==> src/hw/rtl/euq_pkg.sv <==
// ----------------------------------------------------------------------------
// euq_pkg
// Shared types, constants and arithmetic helpers for the Euler angle to
// quaternion converter.
// ----------------------------------------------------------------------------
package euq_pkg;

  // CORDIC datapath width: Q2.30 values plus headroom
  localparam int CW = 34;
  localparam int TABLE_LEN = 24;
  localparam int STEPS_DEF = 16;
  localparam logic signed [CW-1:0] GAIN_Q30 = 34'sd652032874;
  localparam logic [14:0] THRESH_RESET = 15'd31858;
  localparam logic signed [15:0] Q14_ONE = 16'sd16384;

  // Per-beat control that travels alongside the data
  typedef struct packed {
    logic vld;
    logic ok;
  } ctl_t;

  // atan(2^-i) in turn units (2^32 per turn)
  function automatic logic signed [CW-1:0] atan_turns(input logic [4:0] i);
    logic [31:0] t;
    case (i)
      5'd0:  t = 32'h20000000;
      5'd1:  t = 32'h12E4051E;
      5'd2:  t = 32'h09FB385B;
      5'd3:  t = 32'h051111D4;
      5'd4:  t = 32'h028B0D43;
      5'd5:  t = 32'h0145D7E1;
      5'd6:  t = 32'h00A2F61E;
      5'd7:  t = 32'h00517C55;
      5'd8:  t = 32'h0028BE53;
      5'd9:  t = 32'h00145F2F;
      5'd10: t = 32'h000A2F98;
      5'd11: t = 32'h000517CC;
      5'd12: t = 32'h00028BE6;
      5'd13: t = 32'h000145F3;
      5'd14: t = 32'h0000A2FA;
      5'd15: t = 32'h0000517D;
      5'd16: t = 32'h000028BE;
      5'd17: t = 32'h0000145F;
      5'd18: t = 32'h00000A30;
      5'd19: t = 32'h00000518;
      5'd20: t = 32'h0000028C;
      5'd21: t = 32'h00000146;
      5'd22: t = 32'h000000A3;
      5'd23: t = 32'h00000051;
      default: t = 32'h00000000;
    endcase
    return $signed({2'b00, t});
  endfunction

  // Q2.30 product, round half up
  function automatic logic signed [CW-1:0] mul30(input logic signed [CW-1:0] a,
                                                 input logic signed [CW-1:0] b);
    logic signed [2*CW-1:0] p;
    p = a * b + 68'sd536870912;
    return p[CW+29:30];
  endfunction

  // Q2.30 sum to saturated Q1.14, round half up
  function automatic logic signed [15:0] to_q14(input logic signed [CW:0] v);
    logic signed [CW:0] t;
    logic signed [CW:0] r;
    logic signed [15:0] q;
    t = v + 35'sd32768;
    r = t >>> 16;
    if (r > 35'sd16384) begin
      q = Q14_ONE;
    end else if (r < -35'sd16384) begin
      q = -Q14_ONE;
    end else begin
      q = r[15:0];
    end
    return q;
  endfunction

endpackage

==> src/hw/rtl/euq_cordic.sv <==
// ----------------------------------------------------------------------------
// euq_cordic
// Rotation-mode CORDIC, one register stage per iteration, giving cosine and
// sine of a half angle in Q2.30.
// ----------------------------------------------------------------------------
module euq_cordic #(
  parameter int NSTEP = euq_pkg::STEPS_DEF
) (
  input  logic                           clk,
  input  logic                           en,
  input  logic signed [euq_pkg::CW-1:0]  phi,
  output logic signed [euq_pkg::CW-1:0]  cos_o,
  output logic signed [euq_pkg::CW-1:0]  sin_o
);

  localparam int CW = euq_pkg::CW;

  logic signed [CW-1:0] x_r [NSTEP];
  logic signed [CW-1:0] y_r [NSTEP];
  logic signed [CW-1:0] z_r [NSTEP-1];

  genvar i;
  generate
    for (i = 0; i < NSTEP; i++) begin : g_step
      logic signed [CW-1:0] x_in, y_in, z_in;
      logic signed [CW-1:0] x_nxt, y_nxt, z_nxt;
      logic signed [CW-1:0] dx, dy, at;

      // pick stage inputs
      if (i == 0) begin : g_first
        assign x_in = euq_pkg::GAIN_Q30;
        assign y_in = '0;
        assign z_in = phi;
      end else begin : g_next
        assign x_in = x_r[i-1];
        assign y_in = y_r[i-1];
        assign z_in = z_r[i-1];
      end

      // rotate one micro-step toward zero residual angle
      always_comb begin
        dx = y_in >>> i;
        dy = x_in >>> i;
        at = euq_pkg::atan_turns(5'(i));
        if (!z_in[CW-1]) begin
          x_nxt = x_in - dx;
          y_nxt = y_in + dy;
          z_nxt = z_in - at;
        end else begin
          x_nxt = x_in + dx;
          y_nxt = y_in - dy;
          z_nxt = z_in + at;
        end
      end

      always_ff @(posedge clk) begin
        if (en) begin
          x_r[i] <= x_nxt;
          y_r[i] <= y_nxt;
        end
      end

      if (i < NSTEP - 1) begin : g_z
        always_ff @(posedge clk) begin
          if (en) begin
            z_r[i] <= z_nxt;
          end
        end
      end
    end
  endgenerate

  assign cos_o = x_r[NSTEP-1];
  assign sin_o = y_r[NSTEP-1];

endmodule

==> config.mk <==
export PLATFORM = sky130hd
export DESIGN_NAME = euq_cordic
export DESIGN_NICKNAME = d
export VERILOG_FILES = /design/src/hw/rtl/euq_pkg.sv /design/src/hw/rtl/euq_cordic.sv
export SDC_FILE = /design/constraint.sdc
export NUM_CORES = 2
export LEC_CHECK = 0
export BUFFER_PORTS_ARGS = -buffer_cell sky130_fd_sc_hd__buf_2
export CORE_MARGIN = 2
export CORE_UTILIZATION = 45
export DETAILED_ROUTE_END_ITERATION = 10
export GPL_TIMING_DRIVEN = 0
export PLACE_DENSITY_LB_ADDON = 0.25
export SLEW_MARGIN = 25
export SYNTH_ARGS = -nofsm -noshare
export SYNTH_HDL_FRONTEND = slang
export SYNTH_SLANG_ARGS = --single-unit
==> constraint.sdc <==
create_clock -name clk -period 10.6 [get_ports clk]
set_input_delay 2.12 -clock clk [delete_from_list [all_inputs] [get_ports clk]]
set_output_delay 2.12 -clock clk [all_outputs]
set_load 0.02 [all_outputs]
==> impl_metrics.csv <==
group,metric,value,unit
status,status,"complete, no violations",
sta,relSlewSlack,0.2323,
setup_path,path_buf_inv,4,
yosys,netlist-cell-type-count,88,
yosys,synth_edf_count,1471,
grt,grt_pass1_wl,492400,µm
cells_and_area,fin_nets,14590,
sta,period_share,0.6720,
grt,grt_start_max_net_pins,139,
route,vias,95480,
yosys,syn_area,123200,µm²
clock_network,cts-root-buf,"clkbuf_16",
clock_network,cts_buffers,180,
sta,setup_viol,0,
placed_design,io_buffers,103,
setup_path,cp.arrival,7.65,ns
route,routed_wl,310700,µm
setup_path,cp.required,11.13,ns
grt,grt_overflow,0,
yosys,yosysTopAreaCellShare,0.3584,
setup_path,r2r_start,"z_r[0][237]$_DFFE_PP_",
worst_hold_path,holdPathEnd,"z_r[0][204]$_DFFE_PP_",
floorplanning,initial_core_util,0.4512,
yosys,avgSynthCellArea,9.624,µm²
sta,tns,0,ns
worst_hold_path,hp-class,"reg -> reg",
floorplanning,fp.dieH,527.3,µm
yosys,ys.flop_type,"edfxtp_1",
route,antenna_left,0,
sta,grt_setup_unrepaired,"false",
flow_run,cap_violations,0,
yosys,postSynthCellCount,12810,
clock_network,clk_pin_slew,0.06,ns
sta,period_minus_slack,7.123,ns
sta,max_freq,140.4,MHz
yosys,ys_top_cells_by_count,"1,471 x edfxtp_1, 1,427 x a21oi_1, 1,399 x ha_1",
setup_path,worstSetupStartpointType,"flip-flop",
placed_design,hpwlAfterDp,247900,µm
grt,first_global_vias,90580,
floorplanning,core-area,273100,µm²
clock_network,htreeDepth,4,
cells_and_area,layout-drive-gt1-share,0.04115,
yosys,ys_seq_area_frac,0.3584,
yosys,yosys.area.top_type,"edfxtp_1",
clock_network,cts_setup_buffers,0,
clock_network,clock_path_buffers,4,
setup_path,critPathMaxFanout,12,
sta,slew_violations,0,
floorplanning,ios,104,
clock_network,cts.sinks,1471,
setup_path,cpPeakStageDelay,0.78,ns
sta,fin_skew,0.08897,ns
setup_path,path_delay_family,"compound AO/OA/AOI/OAI gates",
grt,antenna_found_initial,11,
yosys,synthTopCellsByArea,"edfxtp_1 36%, ha_1 14%, xnor2_1 8.4%",
yosys,yosysWarnings,0,
setup_path,end_kind,"flip-flop",
setup_path,crit_slowest_cell,"edfxtp_1",
floorplanning,num_rows,192,
cells_and_area,area_delta_synth_final,9.068,%
yosys,synth.most_common_cell,"edfxtp_1",
yosys,async_flop_share,0,
clock_network,cts_hold_buf,0,
setup_path,critical_path_class,"reg -> reg",
route,wl_per_cell,18.45,µm
setup_path,ff2ff_path_depth,17,
setup_path,crit_chain,"clkbuf_1 -> clkbuf_1 -> buf_1 -> nor2_1 -> xnor2_1 -> ha_1 -> clkbuf_1 -> nor2_1 -> nor2_1 -> a221oi_1 -> a221oi_1 -> a221oi_1 -> o21ai_1 -> a21oi_1 -> a2bb2oi_1 -> o21ai_0 -> xor2_1",
route,avgViaCountPerCell,5.670,
setup_path,reg2reg_slack,3.48,ns
route,drtIter0Drc,6809,
sta,worst_slew_pin_slew,1.152,ns
clock_network,insertion_delay,0.88,ns
grt,grt_usage,0.2181,
clock_network,cts_tree,"done",
worst_hold_path,holdPathStages,0,
placed_design,routabilityCongestion,0.9360,
route,first_pass_iters,6,
clock_network,ctsResizeCount,0,
setup_path,r2r-end,"x_r[0][270]$_DFFE_PP_",
yosys,synth-seq-cells,1471,
sta,finalHoldViolations,0,
floorplanning,die_w,527.3,µm
yosys,synth_nets,14290,
route,drc,0,
floorplanning,dieArea,278100,µm²
worst_hold_path,worstHoldStart,"z_r[0][170]$_DFFE_PP_",
==> logic make-up after synthesis <==
group / share of synthesized area
compound gates: 0.2013
xor+xnor: 0.1294
fa+ha+maj: 0.1492
buf+inv: 0.02369
flops: 0.3584
mux: 0.01016
simple gates: 0.1279
==> worst max-delay path by stage <==
stage | slack, ns | endpoint | cells after the start | from
finish | 3.48 | x_r[0][270]$_DFFE_PP_ | 17 | z_r[0][237]$_DFFE_PP_
global route | 3.20 | x_r[0][270]$_DFFE_PP_ | 17 | z_r[0][237]$_DFFE_PP_
CTS | 3.66 | x_r[0][270]$_DFFE_PP_ | 17 | z_r[0][237]$_DFFE_PP_
detailed placement | 3.76 | x_r[0][270]$_DFFE_PP_ | 17 | z_r[0][237]$_DFFE_PP_
global placement | -16.55 | z_r[1][174]$_DFFE_PP_ | 1 | en
floorplan | 5.94 | x_r[1][166]$_DFFE_PP_ | 16 | z_r[1][135]$_DFFE_PP_
==> cell usage in the layout (no fill, tap or decap), drive strengths merged, types with 32 or more instances in the layout <==
cell type	Yosys	routed
xor2	640	640
buf	25	143
a211oi	114	114
or4	35	35
a21boi	42	42
nand3	209	209
nand2	606	606
o211ai	42	42
ha	1399	1399
and3	130	130
nand4	85	85
nor2b	169	169
nor3b	32	32
a21oi	1427	1427
o21ai	598	598
nor3	327	327
a21o	708	708
a31oi	170	170
nand2b	211	211
xnor2	1181	1181
inv	585	592
fa	44	44
o31ai	55	55
clkbuf	163	367
mux2i	70	70
nor2	1088	1088
edfxtp	1471	1471
and2	63	63
or2	42	42
o21bai	175	175
clkinv	5	91
a31o	34	34
mux2	49	49
nor4	91	91
or3	73	73
o21a	198	198
==> routing by layer <==
| metal | up-vias | share of wire | global-route usage |
|---|---|---|---|
| li1 | 48240 | - | - |
| met1 | 44520 | 0.45 | 0.2857 |
| met2 | 2170 | 0.46 | 0.3671 |
| met3 | 547 | 0.051 | 0.02717 |
| met4 | 0 | 0.039 | 0.08077 |
| met5 | - | 0 | 0 |
==> registers in the layout (all words and copies together) (netlist names) <==
| name | flops |
|---|---|
| y_r | 511 |
| x_r | 484 |
| z_r | 476 |
==> final cells by class <==
type	instances	area (µm²)
clock buffers	204	4637
repair buffers	118	895.9
plain buffers	188	706.9
clock inverters	116	1109
diodes	6	15.01
multi-input cells	10560	76180
well taps	3589	4491
flip-flops and latches	1471	44170
inverters	590	2218
fillers	25510	138700
==> stage by stage <==
step / std cells / area (µm²) / utilization / hold slack, ns / setup WS [ns]
final: 16840 / 134400 / 0.4921 / 0.4182 / 3.477
after global routing: 16840 / 134400 / 0.4921 / 0.4257 / 3.196
after CTS: 16830 / 134400 / 0.4920 / 0.4210 / 3.659
after detailed placement: 16510 / 128600 / 0.4709 / 0.4062 / 3.755
after global placement: 16500 / 128300 / 0.4696 / 0.4024 / -16.55
after floorplan: 12810 / 123200 / - / 0.4003 / 5.939
Power is not shown: default switching activity piles up to over one toggle a cycle in this logic, so the estimate is an artifact.
